$ cat config.mk
export PLATFORM = sky130hd
export DESIGN_NAME = serial_day_date_time_converter_flat
export DESIGN_NICKNAME = d
export VERILOG_FILES = /design/src/design/sddtc_pkg.sv /design/src/design/sddtc_if.sv /design/src/design/serial_day_date_time_converter.sv /design/src/design/sddtc_alu.sv /design/src/design/sddtc_seq.sv /design/src/flat_wrapper.sv
export SDC_FILE = /design/constraint.sdc
export NUM_CORES = 1
export LEC_CHECK = 0
export ABC_AREA = 1
export BUFFER_PORTS_ARGS = -buffer_cell sky130_fd_sc_hd__buf_2
export CORE_MARGIN = 5
export CORE_UTILIZATION = 30
export DETAILED_ROUTE_END_ITERATION = 10
export GPL_TIMING_DRIVEN = 0
export HOLD_SLACK_MARGIN = 0.06
export PLACE_DENSITY = 0.54
export SYNTH_ARGS = -nofsm -noshare
export SYNTH_HDL_FRONTEND = slang
export SYNTH_HIERARCHICAL = 1
export SYNTH_SLANG_ARGS = --single-unit
$ cat constraint.sdc
create_clock -name i_clk -period 7.81 [get_ports i_clk]
set_input_delay 0 -clock i_clk [delete_from_list [all_inputs] [get_ports i_clk]]
set_output_delay 0 -clock i_clk [all_outputs]
set_load 0.02 [all_outputs]
$ cat src/design/sddtc_pkg.sv
// ----------------------------------------------------------------------------
// sddtc_pkg
// Types, constants and calendar helpers for the serial day/date/time converter.
// ----------------------------------------------------------------------------
package sddtc_pkg;

    localparam int YEAR_SPAN = 200;

    localparam int ALU_W = 20;

    localparam logic [11:0] EPOCH_YEAR = 12'd1900;
    localparam logic [11:0] LAST_YEAR  = 12'(1900 + YEAR_SPAN - 1);

    localparam logic [ALU_W-1:0] SECS_PER_DAY  = ALU_W'(86400);
    localparam logic [ALU_W-1:0] SECS_PER_HOUR = ALU_W'(3600);
    localparam logic [ALU_W-1:0] SECS_PER_MIN  = ALU_W'(60);
    localparam logic [ALU_W-1:0] DAYS_YEAR     = ALU_W'(365);
    localparam logic [ALU_W-1:0] DAYS_LEAP     = ALU_W'(366);

    localparam logic [3:0] MONTH_FEB      = 4'd1;
    localparam logic [3:0] LAST_MONTH_IDX = 4'd11;
    localparam logic [3:0] MONTH_DEC      = 4'd12;

    localparam logic MODE_ENCODE = 1'b0;
    localparam logic MODE_DECODE = 1'b1;

    typedef struct packed {
        logic        mode;
        logic [4:0]  in_day;
        logic [3:0]  in_month;
        logic [11:0] in_year;
        logic [6:0]  in_hour;
        logic [5:0]  in_minute;
        logic [5:0]  in_second;
        logic [16:0] in_days;
        logic [18:0] in_seconds;
    } t_in_item;

    typedef struct packed {
        logic [16:0] out_days;
        logic [18:0] out_seconds;
        logic [4:0]  out_day;
        logic [3:0]  out_month;
        logic [11:0] out_year;
        logic [4:0]  out_hour;
        logic [5:0]  out_minute;
        logic [5:0]  out_second;
        logic        out_of_range;
    } t_out_item;

    typedef struct packed {
        logic             sub;
        logic [ALU_W-1:0] a;
        logic [ALU_W-1:0] b;
    } t_alu_req;

    typedef struct packed {
        logic [ALU_W-1:0] res;
        logic             ge;
    } t_alu_rsp;

    typedef struct packed {
        logic idle;
        logic done;
    } t_seq_stat;

    function automatic logic is_leap(input logic [11:0] year);
        is_leap = (year[1:0] == 2'd0) && (year != EPOCH_YEAR);
    endfunction

    // month index 0 is January
    function automatic logic [4:0] mon_len(input logic [3:0] idx, input logic leap);
        logic [4:0] len;
        case (idx)
            MONTH_FEB:               len = leap ? 5'd29 : 5'd28;
            4'd3, 4'd5, 4'd8, 4'd10: len = 5'd30;
            default:                 len = 5'd31;
        endcase
        mon_len = len;
    endfunction

endpackage

$ cat src/design/sddtc_if.sv
// ----------------------------------------------------------------------------
// sddtc_if
// Valid/ready channels for input items and result items.
// ----------------------------------------------------------------------------
interface sddtc_in_if;
    logic                valid;
    logic                ready;
    sddtc_pkg::t_in_item data;

    modport source (output valid, output data, input ready);
    modport sink   (input valid, input data, output ready);
endinterface

interface sddtc_out_if;
    logic                 valid;
    logic                 ready;
    sddtc_pkg::t_out_item data;

    modport source (output valid, output data, input ready);
    modport sink   (input valid, input data, output ready);
endinterface

$ cat src/design/serial_day_date_time_converter.sv
// ----------------------------------------------------------------------------
// serial_day_date_time_converter
// Date/time <-> day count since 1900-01-01 and second count.
//
//   channel  dir  handshake     payload
//   i_in     in   valid/ready   mode, date/time fields, in_days, in_seconds
//   o_out    out  valid/ready   out_days, out_seconds, decoded fields, flag
//
// The year walk through the shared ALU (one year per cycle, up to 200) sets
// the decode time. One item at a time; i_in.ready is high only while the
// sequencer is idle. Results wait in an output register, so a new item can
// start while o_out stalls. Reset is synchronous, active low.
// ----------------------------------------------------------------------------
module serial_day_date_time_converter (
    input  logic          i_clk,
    input  logic          i_rst_n,
    sddtc_in_if.sink      i_in,
    sddtc_out_if.source   o_out
);

    sddtc_pkg::t_seq_stat w_stat;
    sddtc_pkg::t_out_item w_res;
    sddtc_pkg::t_alu_req  w_alu_req;
    sddtc_pkg::t_alu_rsp  w_alu_rsp;

    logic                 r_out_valid;
    sddtc_pkg::t_out_item r_out_data;
    logic                 w_slot_free;
    logic                 w_load;

    assign w_slot_free = ~r_out_valid | o_out.ready;
    assign w_load      = w_stat.done & w_slot_free;

    sddtc_alu u_alu (
        .i_req (w_alu_req),
        .o_rsp (w_alu_rsp)
    );

    sddtc_seq u_seq (
        .i_clk     (i_clk),
        .i_rst_n   (i_rst_n),
        .i_start   (i_in.valid & w_stat.idle),
        .i_item    (i_in.data),
        .i_take    (w_slot_free),
        .o_stat    (w_stat),
        .o_res     (w_res),
        .o_alu_req (w_alu_req),
        .i_alu_rsp (w_alu_rsp)
    );

    always_ff @(posedge i_clk) begin
        if (!i_rst_n) begin
            r_out_valid <= 1'b0;
        end else if (w_load) begin
            r_out_valid <= 1'b1;
        end else if (o_out.ready) begin
            r_out_valid <= 1'b0;
        end
    end

    always_ff @(posedge i_clk) begin
        if (w_load) begin
            r_out_data <= w_res;
        end
    end

    assign i_in.ready  = w_stat.idle;
    assign o_out.valid = r_out_valid;
    assign o_out.data  = r_out_data;

endmodule

$ cat src/design/sddtc_alu.sv
// ----------------------------------------------------------------------------
// sddtc_alu
// Shared add/subtract unit with unsigned compare (a >= b).
// ----------------------------------------------------------------------------
module sddtc_alu (
    input  sddtc_pkg::t_alu_req i_req,
    output sddtc_pkg::t_alu_rsp o_rsp
);

    logic [sddtc_pkg::ALU_W:0] w_diff;

    assign w_diff    = {1'b0, i_req.a} - {1'b0, i_req.b};
    assign o_rsp.ge  = ~w_diff[sddtc_pkg::ALU_W];
    assign o_rsp.res = i_req.sub ? w_diff[sddtc_pkg::ALU_W-1:0] : (i_req.a + i_req.b);

endmodule

$ cat src/design/sddtc_seq.sv
// ----------------------------------------------------------------------------
// sddtc_seq
// Sequencer: shift-add encode, restoring divides and year/month walk decode,
// all through the shared ALU.
// ----------------------------------------------------------------------------
module sddtc_seq (
    input  logic                  i_clk,
    input  logic                  i_rst_n,
    input  logic                  i_start,
    input  sddtc_pkg::t_in_item   i_item,
    input  logic                  i_take,
    output sddtc_pkg::t_seq_stat  o_stat,
    output sddtc_pkg::t_out_item  o_res,
    output sddtc_pkg::t_alu_req   o_alu_req,
    input  sddtc_pkg::t_alu_rsp   i_alu_rsp
);

    localparam logic [3:0] S_IDLE  = 4'd0;
    localparam logic [3:0] S_E_YR  = 4'd1;
    localparam logic [3:0] S_E_MON = 4'd2;
    localparam logic [3:0] S_E_DAY = 4'd3;
    localparam logic [3:0] S_E_SEC = 4'd4;
    localparam logic [3:0] S_D_DAY = 4'd5;
    localparam logic [3:0] S_D_HR  = 4'd6;
    localparam logic [3:0] S_D_MIN = 4'd7;
    localparam logic [3:0] S_D_ADD = 4'd8;
    localparam logic [3:0] S_D_YR  = 4'd9;
    localparam logic [3:0] S_D_MON = 4'd10;
    localparam logic [3:0] S_FIN   = 4'd11;

    localparam int W = sddtc_pkg::ALU_W;

    logic [3:0]           r_state, n_state;
    logic [2:0]           r_cnt, n_cnt;
    logic [W-1:0]         r_acc, n_acc;
    logic [4:0]           r_quot, n_quot;
    logic [2:0]           r_cdays, n_cdays;
    logic [11:0]          r_year, n_year;
    logic [11:0]          r_n, n_n;
    logic [3:0]           r_mon, n_mon;
    sddtc_pkg::t_in_item  r_in, n_in;
    sddtc_pkg::t_out_item r_res, n_res;

    logic                 w_leap;
    logic [W-1:0]         w_rem;

    assign w_leap = sddtc_pkg::is_leap(r_year);
    assign w_rem  = i_alu_rsp.ge ? i_alu_rsp.res : r_acc;

    always_comb begin
        n_state = r_state;
        n_cnt   = r_cnt;
        n_acc   = r_acc;
        n_quot  = r_quot;
        n_cdays = r_cdays;
        n_year  = r_year;
        n_n     = r_n;
        n_mon   = r_mon;
        n_in    = r_in;
        n_res   = r_res;

        o_alu_req.sub = 1'b0;
        o_alu_req.a   = r_acc;
        o_alu_req.b   = '0;

        unique case (r_state)
            S_IDLE: begin
                if (i_start) begin
                    n_in  = i_item;
                    n_res = '0;
                    n_acc = '0;
                    n_mon = '0;
                    n_cnt = '0;
                    n_year = i_item.in_year;
                    n_n    = i_item.in_year - sddtc_pkg::EPOCH_YEAR;
                    if (i_item.in_month == 4'd0) begin
                        n_in.in_month = 4'd1;
                    end else if (i_item.in_month > sddtc_pkg::MONTH_DEC) begin
                        n_in.in_month = sddtc_pkg::MONTH_DEC;
                    end
                    if (i_item.in_day == 5'd0) begin
                        n_in.in_day = 5'd1;
                    end
                    if (i_item.mode == sddtc_pkg::MODE_DECODE) begin
                        n_acc   = W'(i_item.in_seconds);
                        n_cnt   = 3'd2;
                        n_state = S_D_DAY;
                    end else if (i_item.in_year > sddtc_pkg::EPOCH_YEAR) begin
                        n_state = S_E_YR;
                    end else begin
                        n_state = S_E_MON;
                    end
                end
            end
            S_E_YR: begin
                // 365*n + (n+3)/4 - 1
                case (r_cnt)
                    3'd0:    o_alu_req.b = W'(r_n) << 8;
                    3'd1:    o_alu_req.b = W'(r_n) << 6;
                    3'd2:    o_alu_req.b = W'(r_n) << 5;
                    3'd3:    o_alu_req.b = W'(r_n) << 3;
                    3'd4:    o_alu_req.b = W'(r_n) << 2;
                    3'd5:    o_alu_req.b = W'(r_n);
                    3'd6:    o_alu_req.b = W'((r_n + 12'd3) >> 2);
                    default: begin
                        o_alu_req.sub = 1'b1;
                        o_alu_req.b   = W'(1);
                    end
                endcase
                n_acc = i_alu_rsp.res;
                n_cnt = r_cnt + 3'd1;
                if (r_cnt == 3'd7) begin
                    n_state = S_E_MON;
                end
            end
            S_E_MON: begin
                o_alu_req.b = W'(sddtc_pkg::mon_len(r_mon, w_leap));
                if ((r_mon + 4'd1) < r_in.in_month) begin
                    n_acc = i_alu_rsp.res;
                    n_mon = r_mon + 4'd1;
                end else begin
                    n_state = S_E_DAY;
                end
            end
            S_E_DAY: begin
                o_alu_req.b       = W'(r_in.in_day - 5'd1);
                n_res.out_days    = i_alu_rsp.res[16:0];
                n_acc             = '0;
                n_cnt             = '0;
                n_state           = S_E_SEC;
            end
            S_E_SEC: begin
                // h*(2048+1024+512+16) + m*(64-4) + s
                case (r_cnt)
                    3'd0:    o_alu_req.b = W'(r_in.in_hour) << 11;
                    3'd1:    o_alu_req.b = W'(r_in.in_hour) << 10;
                    3'd2:    o_alu_req.b = W'(r_in.in_hour) << 9;
                    3'd3:    o_alu_req.b = W'(r_in.in_hour) << 4;
                    3'd4:    o_alu_req.b = W'(r_in.in_minute) << 6;
                    3'd5:    begin
                        o_alu_req.sub = 1'b1;
                        o_alu_req.b   = W'(r_in.in_minute) << 2;
                    end
                    default: o_alu_req.b = W'(r_in.in_second);
                endcase
                n_acc = i_alu_rsp.res;
                n_cnt = r_cnt + 3'd1;
                if (r_cnt == 3'd6) begin
                    n_res.out_seconds = i_alu_rsp.res[18:0];
                    n_state           = S_FIN;
                end
            end
            S_D_DAY: begin
                o_alu_req.sub = 1'b1;
                o_alu_req.b   = sddtc_pkg::SECS_PER_DAY << r_cnt;
                n_acc  = w_rem;
                n_quot = {r_quot[3:0], i_alu_rsp.ge};
                if (r_cnt == 3'd0) begin
                    n_cdays = {r_quot[1:0], i_alu_rsp.ge};
                    n_cnt   = 3'd4;
                    n_state = S_D_HR;
                end else begin
                    n_cnt = r_cnt - 3'd1;
                end
            end
            S_D_HR: begin
                o_alu_req.sub = 1'b1;
                o_alu_req.b   = sddtc_pkg::SECS_PER_HOUR << r_cnt;
                n_acc  = w_rem;
                n_quot = {r_quot[3:0], i_alu_rsp.ge};
                if (r_cnt == 3'd0) begin
                    n_res.out_hour = {r_quot[3:0], i_alu_rsp.ge};
                    n_cnt          = 3'd5;
                    n_state        = S_D_MIN;
                end else begin
                    n_cnt = r_cnt - 3'd1;
                end
            end
            S_D_MIN: begin
                o_alu_req.sub = 1'b1;
                o_alu_req.b   = sddtc_pkg::SECS_PER_MIN << r_cnt;
                n_acc  = w_rem;
                n_quot = {r_quot[3:0], i_alu_rsp.ge};
                if (r_cnt == 3'd0) begin
                    n_res.out_minute = {r_quot[4:0], i_alu_rsp.ge};
                    n_res.out_second = w_rem[5:0];
                    n_acc            = W'(r_in.in_days);
                    n_state          = S_D_ADD;
                end else begin
                    n_cnt = r_cnt - 3'd1;
                end
            end
            S_D_ADD: begin
                o_alu_req.b = W'(r_cdays);
                n_acc   = i_alu_rsp.res;
                n_year  = sddtc_pkg::EPOCH_YEAR;
                n_state = S_D_YR;
            end
            S_D_YR: begin
                o_alu_req.sub = 1'b1;
                o_alu_req.b   = w_leap ? sddtc_pkg::DAYS_LEAP : sddtc_pkg::DAYS_YEAR;
                if (i_alu_rsp.ge) begin
                    n_acc = i_alu_rsp.res;
                    if (r_year == sddtc_pkg::LAST_YEAR) begin
                        n_res              = '0;
                        n_res.out_of_range = 1'b1;
                        n_state            = S_FIN;
                    end else begin
                        n_year = r_year + 12'd1;
                    end
                end else begin
                    n_mon   = '0;
                    n_state = S_D_MON;
                end
            end
            S_D_MON: begin
                o_alu_req.sub = 1'b1;
                o_alu_req.b   = W'(sddtc_pkg::mon_len(r_mon, w_leap));
                if ((r_mon < sddtc_pkg::LAST_MONTH_IDX) && i_alu_rsp.ge) begin
                    n_acc = i_alu_rsp.res;
                    n_mon = r_mon + 4'd1;
                end else begin
                    n_res.out_day   = r_acc[4:0] + 5'd1;
                    n_res.out_month = r_mon + 4'd1;
                    n_res.out_year  = r_year;
                    n_state         = S_FIN;
                end
            end
            S_FIN: begin
                if (i_take) begin
                    n_state = S_IDLE;
                end
            end
            default: begin
                n_state = S_IDLE;
            end
        endcase
    end

    always_ff @(posedge i_clk) begin
        if (!i_rst_n) begin
            r_state <= S_IDLE;
        end else begin
            r_state <= n_state;
        end
    end

    always_ff @(posedge i_clk) begin
        r_cnt   <= n_cnt;
        r_acc   <= n_acc;
        r_quot  <= n_quot;
        r_cdays <= n_cdays;
        r_year  <= n_year;
        r_n     <= n_n;
        r_mon   <= n_mon;
        r_in    <= n_in;
        r_res   <= n_res;
    end

    assign o_stat.idle = (r_state == S_IDLE);
    assign o_stat.done = (r_state == S_FIN);
    assign o_res       = r_res;

endmodule

$ cat src/flat_wrapper.sv
// flat-port wrapper written by rule: the top's interface ports become plain ports
module serial_day_date_time_converter_flat 
  (i_clk, i_rst_n, i_in_valid, i_in_data, i_in_ready, o_out_valid, o_out_data, o_out_ready);
  sddtc_in_if i_in_i ();
  sddtc_out_if o_out_i ();
  input  logic i_clk;
  input  logic i_rst_n;
  input wire logic [$bits(i_in_i.valid)-1:0] i_in_valid;
  input wire logic [$bits(i_in_i.data)-1:0] i_in_data;
  output wire logic [$bits(i_in_i.ready)-1:0] i_in_ready;
  output wire logic [$bits(o_out_i.valid)-1:0] o_out_valid;
  output wire logic [$bits(o_out_i.data)-1:0] o_out_data;
  input wire logic [$bits(o_out_i.ready)-1:0] o_out_ready;
  assign i_in_i.valid = i_in_valid;
  assign i_in_i.data = i_in_data;
  assign i_in_ready = i_in_i.ready;
  assign o_out_valid = o_out_i.valid;
  assign o_out_data = o_out_i.data;
  assign o_out_i.ready = o_out_ready;
  serial_day_date_time_converter u_core (.i_clk(i_clk), .i_rst_n(i_rst_n), .i_in(i_in_i), .o_out(o_out_i));
endmodule
### Word-level counts from Yosys, hierarchy flattened

Cells that the tools add are included.

| cells by class | value |
|---|---|
| $add $sub $neg | 10 |
| $lt $le $gt $ge | 4 |
| eq/ne operators | 42 |
| shift operators | 3 |
| mux-type cells | 62 |
| bitwise logic cells | 5 |
| reduce and logical (&&, ||, !) cells | 40 |

Operator list:

| kind | number |
|---|---|
| one-hot mux 20 bit (7 select lines) | 2 |
| two-way mux 75 bit | 3 |
| one-hot mux 20 bit (9 select lines) | 1 |
| two-way mux 20 bit | 6 |
| one-hot mux 18 bit (6 select lines) | 1 |
| one-hot mux 12 bit (3 select lines) | 2 |
| two-way mux 4 bit | 16 |
| one-hot mux 21 bit (3 select lines) | 1 |
| one-hot mux 19 bit (3 select lines) | 1 |
| one-hot mux 17 bit (3 select lines) | 1 |
| two-way mux 12 bit | 4 |
| one-hot mux 4 bit (12 select lines) | 1 |
| two-way mux 19 bit | 2 |
| != test 2 bit (second input constant) | 14 |
| AND reduction 5 bit | 5 |
| equality test 4 bit (second input constant) | 6 |
| two-way mux 21 bit | 1 |
| subtractor 20 x 20 -> 21 bit | 1 |
| adder 20 bit | 1 |
| equality test 4 x 3 -> 1 bit (second input constant) | 5 |
| << shifter 12 x 3 -> 20 bit (first input constant) | 1 |
| << shifter 17 x 3 -> 20 bit (first input constant) | 1 |
| << shifter 6 x 3 -> 20 bit (first input constant) | 1 |
| one-hot mux 3 bit (6 select lines) | 1 |
| other kinds (52) | 88 |

| storage, ports and cells | value |
|---|---|
| register bits | 259 |
| input bits | 81 |
| output and inout port bits | 77 |

### Logic depth before layout (Yosys ltp)

Gate-level depths: netlist (run 1).

| logic depth | value |
|---|---|
| word-level depth | 10 |
| depth in mapped cells | 31 |
| mapped depth without buffers | 29 |

### By module

Netlist (run 1), hierarchy kept.

Modules (own cells, without submodules):

| module | times used | cells each | area an instance (sq um) | seq. area each (sq um) |
|---|---|---|---|---|
| sddtc_seq | 1 | 1130 | 9947.0 | 5455.2 |
| sddtc_alu | 1 | 564 | 2783.9 | 0.0 |
| serial_day_date_time_converter | 1 | 84 | 2311.0 | 2272.2 |

### Worst setup path after synthesis (run 1)

No wires, ideal clock.

| timing | value |
|---|---|
| kind | reg2reg |
| start | register u_core.u_seq.r_cnt[1] |
| end | register u_core.u_seq.r_res (netlist bit u_core/u_seq/o_res[39]), enable pin |
| library setup time | 0.444 ns |
| arrival time | 5.371 ns |
| required time | 7.366 ns |
| slack | 1.995 ns |
| cell stages (with the launch flop) | 23 |
| cells stage by stage | edfxtp_1 -> inv_1 -> clkbuf_1 -> ha_1 -> nand2_1 -> clkbuf_1 -> o21ai_0 -> o21ai_0 -> nand4_1 -> ha_1 -> fa_1 -> inv_1 -> nand3_1 -> nand3_1 -> nand2_1 -> nand2_1 -> nand3_1 -> nand2_1 -> nand2_1 -> nand3b_1 -> clkbuf_1 -> nor2_1 -> nor4_1 |

RTL lines:

| what | line | text |
|---|---|---|
| start: declaration | sddtc_seq.sv:34 | `logic [2:0] r_cnt, n_cnt;` |
| start signal: assignment | sddtc_seq.sv:249 | `r_cnt <= n_cnt;` |
| end signal: assignment | sddtc_seq.sv:257 | `r_res <= n_res;` |
| end: declaration | sddtc_seq.sv:42 | `sddtc_pkg::t_out_item r_res, n_res;` |

==> results of run 1 <==
==> cells in the final DEF, fill, tap and decap left out, types with 6 or more instances in the layout <==
master and count:
nand3_1 109, buf_2 173, o2111ai_1 22, o21ai_0 78, dlygate4sd3_1 87, a21oi_1 63, clkbuf_16 29, o221ai_1 6
o211ai_1 17, xor2_1 19, nor2_1 189, inv_2 10, o22ai_1 25, nand2_2 7, inv_1 242, clkbuf_1 32
nand2_1 492, buf_4 10, edfxtp_1 254, o21bai_1 6, o21ai_1 15, ha_1 58, nor3_1 21, nand4_1 26
nor4_1 6, nor2_2 10
==> flip-flops by register name, summed over array words and instances (netlist names) <==
name and cells:
u_core/o_out.data 75, u_core/o_out.valid 1, u_core/u_seq/o_res 75, u_core/u_seq/r_acc 20, u_core/u_seq/r_cdays 3, u_core/u_seq/r_cnt 3
u_core/u_seq/r_in 45, u_core/u_seq/r_mon 4, u_core/u_seq/r_n 12, u_core/u_seq/r_quot 5, u_core/u_seq/r_state 4, u_core/u_seq/r_year 12
==> power by group <==
| group | internal (mW) | switching [mW] |
|---|---|---|
| clock network | 0.856 | 0.581 |
| logic | 1.14 | 2.96 |
| registers | 2.21 | 0.260 |
| total | 4.21 | 3.80 |
==> per-stage QoR <==
step / hold WS [ps] / setup TNS, ps / cell area (µm²) / util (%) / setup WS, ps
6_report: 83.5 / 0 / 18700 / 37.6 / 634
5_1_grt: 95.1 / 0 / 18700 / 37.6 / 337
4_1_cts: 82.3 / 0 / 18700 / 37.6 / 702
3_5_place_dp: 179 / 0 / 16900 / 33.8 / 758
3_3_place_gp: 178 / -27010 / 16700 / 33.4 / -1420
2_1_floorplan: 98.9 / 0 / 15000 / - / 2000
==> worst max-delay path: cells and delay by family, from the launching register on <==
family	cells	cell delay, ps
compound gates	2	530
fa+ha+maj	3	1110
buf+inv	7	2130
flops	1	570
simple gates	12	2500
==> cell families (layout without fill, tap and decap cells) <==
logic type,count (synthesis),after routing
AO/OA/AOI/OAI,254,254
XOR/XNOR,19,19
adder cells (fa/ha/maj),60,60
buffers and inverters,309,617
flip-flops,259,259
multiplexers,1,1
AND/OR/NAND/NOR,876,876
==> cell type report <==
class                   count  area, µm²  area share (%)
repair buffers            254       1820            9.68
well taps                 672        841            4.49
flip-flops and latches    259       7730            41.2
plain buffers              56        260            1.39
clock inverters            21        268            1.43
inverters                 253        950            5.07
clock buffers              33        741            3.95
multi-input cells        1210       6140            32.8
==> worst paths after layout <==
kind / depth (start not counted) / from / end / slack [ps]
setup / recovery: 24 / u_core/u_seq/r_cnt[1]$_DFFE_PP_ / u_core/u_seq/o_res[56]$_SDFFCE_PN0P_ / 630
hold / removal: 5 / i_in_valid / u_core/u_seq/r_in[22]$_DFFE_PP_ / 80
setup reg to reg: 24 / u_core/u_seq/r_cnt[1]$_DFFE_PP_ / u_core/u_seq/o_res[56]$_SDFFCE_PN0P_ / 630
hold reg to reg: 0 / u_core/u_seq/o_res[55]$_SDFFCE_PN0P_ / u_core/o_out.data[55]$_DFFE_PP_ / 420
==> metal layers <==
metal / routed length, µm / GRT usage (%) / share of wire [%] / up-vias
li1: - / - / - / 6529
met1: 25100 / 27.8 / 47 / 6375
met2: 23000 / 29.8 / 43 / 487
met3: 3820 / 2.93 / 7.1 / 76
met4: 1540 / 5.38 / 2.9 / 0
met5: 0 / 0 / 0 / -
==> what timing repair did <==
item | in CTS | in global routing
setup endpoints to repair | 0 | 0
hold buffers | 87 | 0
hold endpoints to repair | 110 | 0
==> flow_summary.toml, run 1 <==
[clocking]
clk_pin_slew_ps = 60
post_cts_buffers = 0
cts.sinks = 259
cts_tree = "built"
cts-root-buf = "clkbuf_16"
clkLatencyLatePin_ps = 580
htreeDepth = 1
cts_resized = 0
numCtsBuffers = 29
cts_buffer_depth = 3

[yosys]
synth_edf_count = 254
synth-seq-cells = 259
synth_top_family_by_area = "simple AND/OR/NAND/NOR gates"
muxShareOfSynthArea_pct = 0.0665
yosysMostFrequentCell = "nand2_1"
synth-async-reset-ratio_pct = 0
synthSimpleGateAreaFrac_pct = 24.2
syn_nets = 1919
synth_area_leader_cell = "edfxtp_1"
ys.warnings.count = 6
synthTopCellsByArea = "edfxtp_1 51%, nand2_1 12%, inv_1 6.0%"
postSynthCellCount = 1778
synth_cell_type_count = 48
synth_compound_area_share_pct = 10.1
yosys.area.top_type_share_pct = 50.7
synth.cell_area_um2 = 15000
synthFlopType = "edfxtp_1"
synth_commonest_cells = "492 x nand2_1, 254 x edfxtp_1, 242 x inv_1, 191 x nor2_1, 109 x nand3_1"
seq_area_frac_synth_pct = 51.4
synth_xor_area_share_pct = 1.11
synth_area_per_cell_um2 = 8.46
synthAdderAreaFrac_pct = 5.09

[placed_design]
hpwl_mm = 42.4
place_inst = 2617
routabilityCongestion = 0.954
io_buffer_count = 157

[worst_setup_path]
critical_path_class = "reg -> reg"
critPathMaxFanout = 12
crit_chain = "inv_1 > clkbuf_1 > ha_1 > nand2_1 > clkbuf_1 > o21ai_0 > o21ai_0 > nand4_1 > ha_1 > fa_1 > inv_1 > nand3_1 > nand3_1 > nand2_1 > nand2_1 > nand3_1 > nand2_1 > nand2_1 > nand3b_1 > clkbuf_1 > nor2_1 > nor4_2 > buf_4 > buf_4"
max_stage_delay_ps = 880
cp_common_cell = "nand2_1"
worst_setup_path_end_kind = "register"
worst_ep_arrival_time_ps = 7450
crit_slowest_cell = "nor4_2"
worstPathRequired_ps = 8080
startpoint_type = "register"

[timing]
rsz0062_at_grt = "false"
worst_pin_slew_ps = 1260
max_slew_margin_pct = 16.1
max_freq_mhz = 139
min_period_over_period_pct = 91.9
skew_ps = 24.3
drv_slew = 0
hold_violations = 0
fin_crit_ps = 7180
finalSetupViolCount = 0

[finish]
diodes = 0
fin_nets = 2204
n_fill_cell = 5169
drive_above_1_share_pct = 13.4
final_cells = 2758
area_growth_pct = 24.6

[global_routing]
overflow = 0
antenna_found_initial = 0
grtUsageTotal_pct = 19.1
grt_pass1_vias = 13100
grt_first_pass_wirelength_mm = 79.9
grt_max_degree = 35

[routing]
post_drt_wl_per_cell_um = 19.4
dr.pass1.iters = 7
wl_mm = 53.5
vias = 13500
drt_iter0_drc = 1101
avgViaCountPerCell = 4.88
ant_nets = 0
drc = 0

[run_status]
status = "completed"

[floorplan]
rows = 82
core_area_um2 = 49900
die_h_um = 234
start_util_pct = 30.2
die-width_um = 234
ios = 158
die_area_um2 = 54700

[run]
cap_violations = 0

[power_and_ir_drop]
powerDensity_nw_per_um2 = 427
vdd_ir_drop_max_uv = 177
p_total_mw = 8.01
p_leak_nw = 8.21

[hold_path]
hold_path_class = "in -> reg"
Power figures use the tool's default switching activity.
==> run 2, diff against run 1 <==
--- a/config.mk
+++ b/config.mk
@@ -5,7 +5,6 @@
 export SDC_FILE = /design/constraint.sdc
 export NUM_CORES = 1
 export LEC_CHECK = 0
-export ABC_AREA = 1
 export BUFFER_PORTS_ARGS = -buffer_cell sky130_fd_sc_hd__buf_2
 export CORE_MARGIN = 5
 export CORE_UTILIZATION = 30
==> run 2 against run 1 <==
Net effect: largest cell class unchanged; first-iteration DRC count rose by 26%; maximum frequency shrank 1.3%; power shrank 3.4%; sequential power rose by 2%.
==> flow_summary.toml, run 2 <==
[run_status]
status = "completed"

[routing]
vias = 11900
post_drt_wl_per_cell_um = 22.4
dr.pass1.iters = 7
avgViaCountPerCell = 5.34
drc = 0
wl_mm = 49.8
drt_iter0_drc = 1387
ant_nets = 0

[global_routing]
grt_first_pass_wirelength_mm = 74.3
grtUsageTotal_pct = 18.1
overflow = 0
grt_pass1_vias = 11700
antenna_found_initial = 0
grt_max_degree = 76

[worst_setup_path]
worstPathRequired_ps = 8080
crit_slowest_cell = "edfxtp_1"
crit_chain = "buf_2 > clkinvlp_4 > ha_1 > clkbuf_1 > clkbuf_1 > a22oi_1 > o21ai_0 > a211oi_1 > o221ai_1 > inv_1 > ha_1 > and3_1 > o211ai_1 > a31oi_1 > o311ai_1 > a211oi_2 > nor2_1 > o21ai_4 > inv_1 > nor4_1 > o21ai_1 > a21oi_2 > buf_8"
critPathMaxFanout = 15
max_stage_delay_ps = 550
worst_ep_arrival_time_ps = 7550
path_buf_inv = 7
critical_path_class = "reg -> reg"
startpoint_type = "register"
crit_family = "compound AO/OA/AOI/OAI gates"
worst_setup_path_end_kind = "register"

[timing]
skew_ps = 19.9
drv_slew = 0
fin_crit_ps = 7270
max_slew_margin_pct = 16.4
worst_pin_slew_ps = 1240
rsz0062_at_grt = "false"
finalSetupViolCount = 0
max_freq_mhz = 138
hold_violations = 0
min_period_over_period_pct = 93.1

[yosys]
seq_area_frac_synth_pct = 53.3
synth_area_per_cell_um2 = 11.1
synth_edf_count = 254
ys.warnings.count = 6
synthTopCellsByArea = "edfxtp_1 53%, ha_1 5.0%, a21oi_1 3.1%"
synth_cell_type_count = 107
synth_area_leader_cell = "edfxtp_1"
yosys.area.top_type_share_pct = 52.6
syn_nets = 1451
synth.cell_area_um2 = 14500
synth_commonest_cells = "254 x edfxtp_1, 91 x a21oi_1, 89 x nand2_1, 80 x nor2_1, 77 x clkbuf_1"
yosysMostFrequentCell = "edfxtp_1"
synth-seq-cells = 259
postSynthCellCount = 1310
synth-async-reset-ratio_pct = 0
synthFlopType = "edfxtp_1"

[floorplan]
ios = 158
die_area_um2 = 52900
rows = 80
die_h_um = 230
die-width_um = 230
core_area_um2 = 47700
start_util_pct = 30.4

[finish]
layout_commonest_cell = "edfxtp_1"
final_cell_mix = "254 x edfxtp_1, 165 x buf_2, 89 x nand2_1"
fin_nets = 1728
area_growth_pct = 23.7
fin_area_um2 = 17900
n_fill_cell = 4681
drive_above_1_share_pct = 17.3
diodes = 0

[clocking]
clk_pin_slew_ps = 60
numCtsBuffers = 29
clkLatencyLatePin_ps = 580
cts-root-buf = "clkbuf_16"
cts_buffer_depth = 3
htreeDepth = 1
cts_tree = "built"
cts.sinks = 259

[power_and_ir_drop]
powerDensity_nw_per_um2 = 432
p_total_mw = 7.74
p_leak_nw = 6.61
vdd_ir_drop_max_uv = 219

[placed_design]
io_buffer_count = 156
place_area_um2 = 16100
routabilityCongestion = 0.949
hpwl_mm = 36.8

[run]
cap_violations = 0

[hold_path]
hold_path_class = "in -> reg"
==> run 2: changes by cell type after synthesis, sizes merged, moves of 17 or more <==
cell and change:
a21oi +25, a221oi +17, and2 +49, and3 +25
clkbuf +50, inv -183, nand2 -408, nand3 -77
nor2 -122, o2111ai -20, o21ai -33, o22ai -17
xnor2 +38
==> run 2: through the flow <==
step	hold WS (ps)	setup WS [ps]	cells	utilization [%]	TNS (ps)
finish	123	538	2224	37.6	0
global route	106	49.6	2224	37.6	0
CTS	87.7	326	2223	37.5	0
detailed placement	178	-932	2084	33.8	-57550
global placement	178	-1830	2081	33.6	-150970
floorplan	98.9	1690	1310	-	0
==> run 2: timing repair <==
item,4_1_cts,5_1_grt
hold buffers,87,0
hold endpoints to repair,93,0
gates resized for setup,6,5
endpoints found under the setup margin,118,76
buffers inserted,0,1
==> run 2: area by class of cell <==
type                    instances  area [µm²]  share of cell area, %
repair buffers                247        1720                   9.57
multi-input cells             885        6190                   34.5
clock buffers                  38         759                   4.23
well taps                     615         769                   4.29
plain buffers                  96         403                   2.25
flip-flops and latches        259        7730                   43.1
inverters                      69         263                   1.46
clock inverters                15         116                  0.649
==> run 2: power by group <==
part	total, mW	internal [mW]	switching [mW]
combinational	3.95	1.30	2.65
sequential	2.51	2.22	0.290
clock	1.28	0.718	0.565
total	7.74	4.23	3.51
==> run 2: final timing paths <==
path | from | endpoint | slack [ps] | cells past startpoint
hold reg to reg | u_core/u_seq/o_res[16]$_SDFFCE_PN0P_ | u_core/o_out.data[16]$_DFFE_PP_ | 420 | 0
setup / recovery | u_core/u_seq/r_cnt[2]$_DFFE_PP_ | u_core/u_seq/o_res[70]$_SDFFCE_PN0P_ | 540 | 23
setup reg to reg | u_core/u_seq/r_cnt[2]$_DFFE_PP_ | u_core/u_seq/o_res[70]$_SDFFCE_PN0P_ | 540 | 23
hold / removal | i_in_data[25] | u_core/u_seq/r_in[25]$_DFFE_PP_ | 120 | 2
==> run 2: worst reg2reg max path, cell delays in order (launching register included) <==
cell and delay (ps):
edfxtp_1 550, buf_2 320, clkinvlp_4 370, ha_1 380, clkbuf_1 270, clkbuf_1 340, a22oi_1 250, o21ai_0 150
a211oi_1 310, o221ai_1 330, inv_1 140, ha_1 320, and3_1 250, o211ai_1 90, a31oi_1 250, o311ai_1 210
a211oi_2 290, nor2_1 120, o21ai_4 310, inv_1 230, nor4_1 470, o21ai_1 360, a21oi_2 420, buf_8 230
==> run 2: kinds of logic after synthesis <==
group / count (synthesis) / synth area share (%)
buf+inv: 166 / 4.59
compound gates: 358 / 17.7
xor+xnor: 54 / 3.26
fa+ha+maj: 60 / 5.28
flops: 259 / 53.3
mux: 20 / 1.45
simple gates: 393 / 14.5
==> run 2: per-layer routing <==
| metal | track usage (%) | part of all wire [%] | routed length (µm) |
|---|---|---|---|
| met4 | 5.44 | 3.0 | 1490 |
| met2 | 29.4 | 46 | 22700 |
| met3 | 3.79 | 7.7 | 3840 |
| met1 | 24.4 | 44 | 21800 |
| met5 | 0 | 0 | 0 |
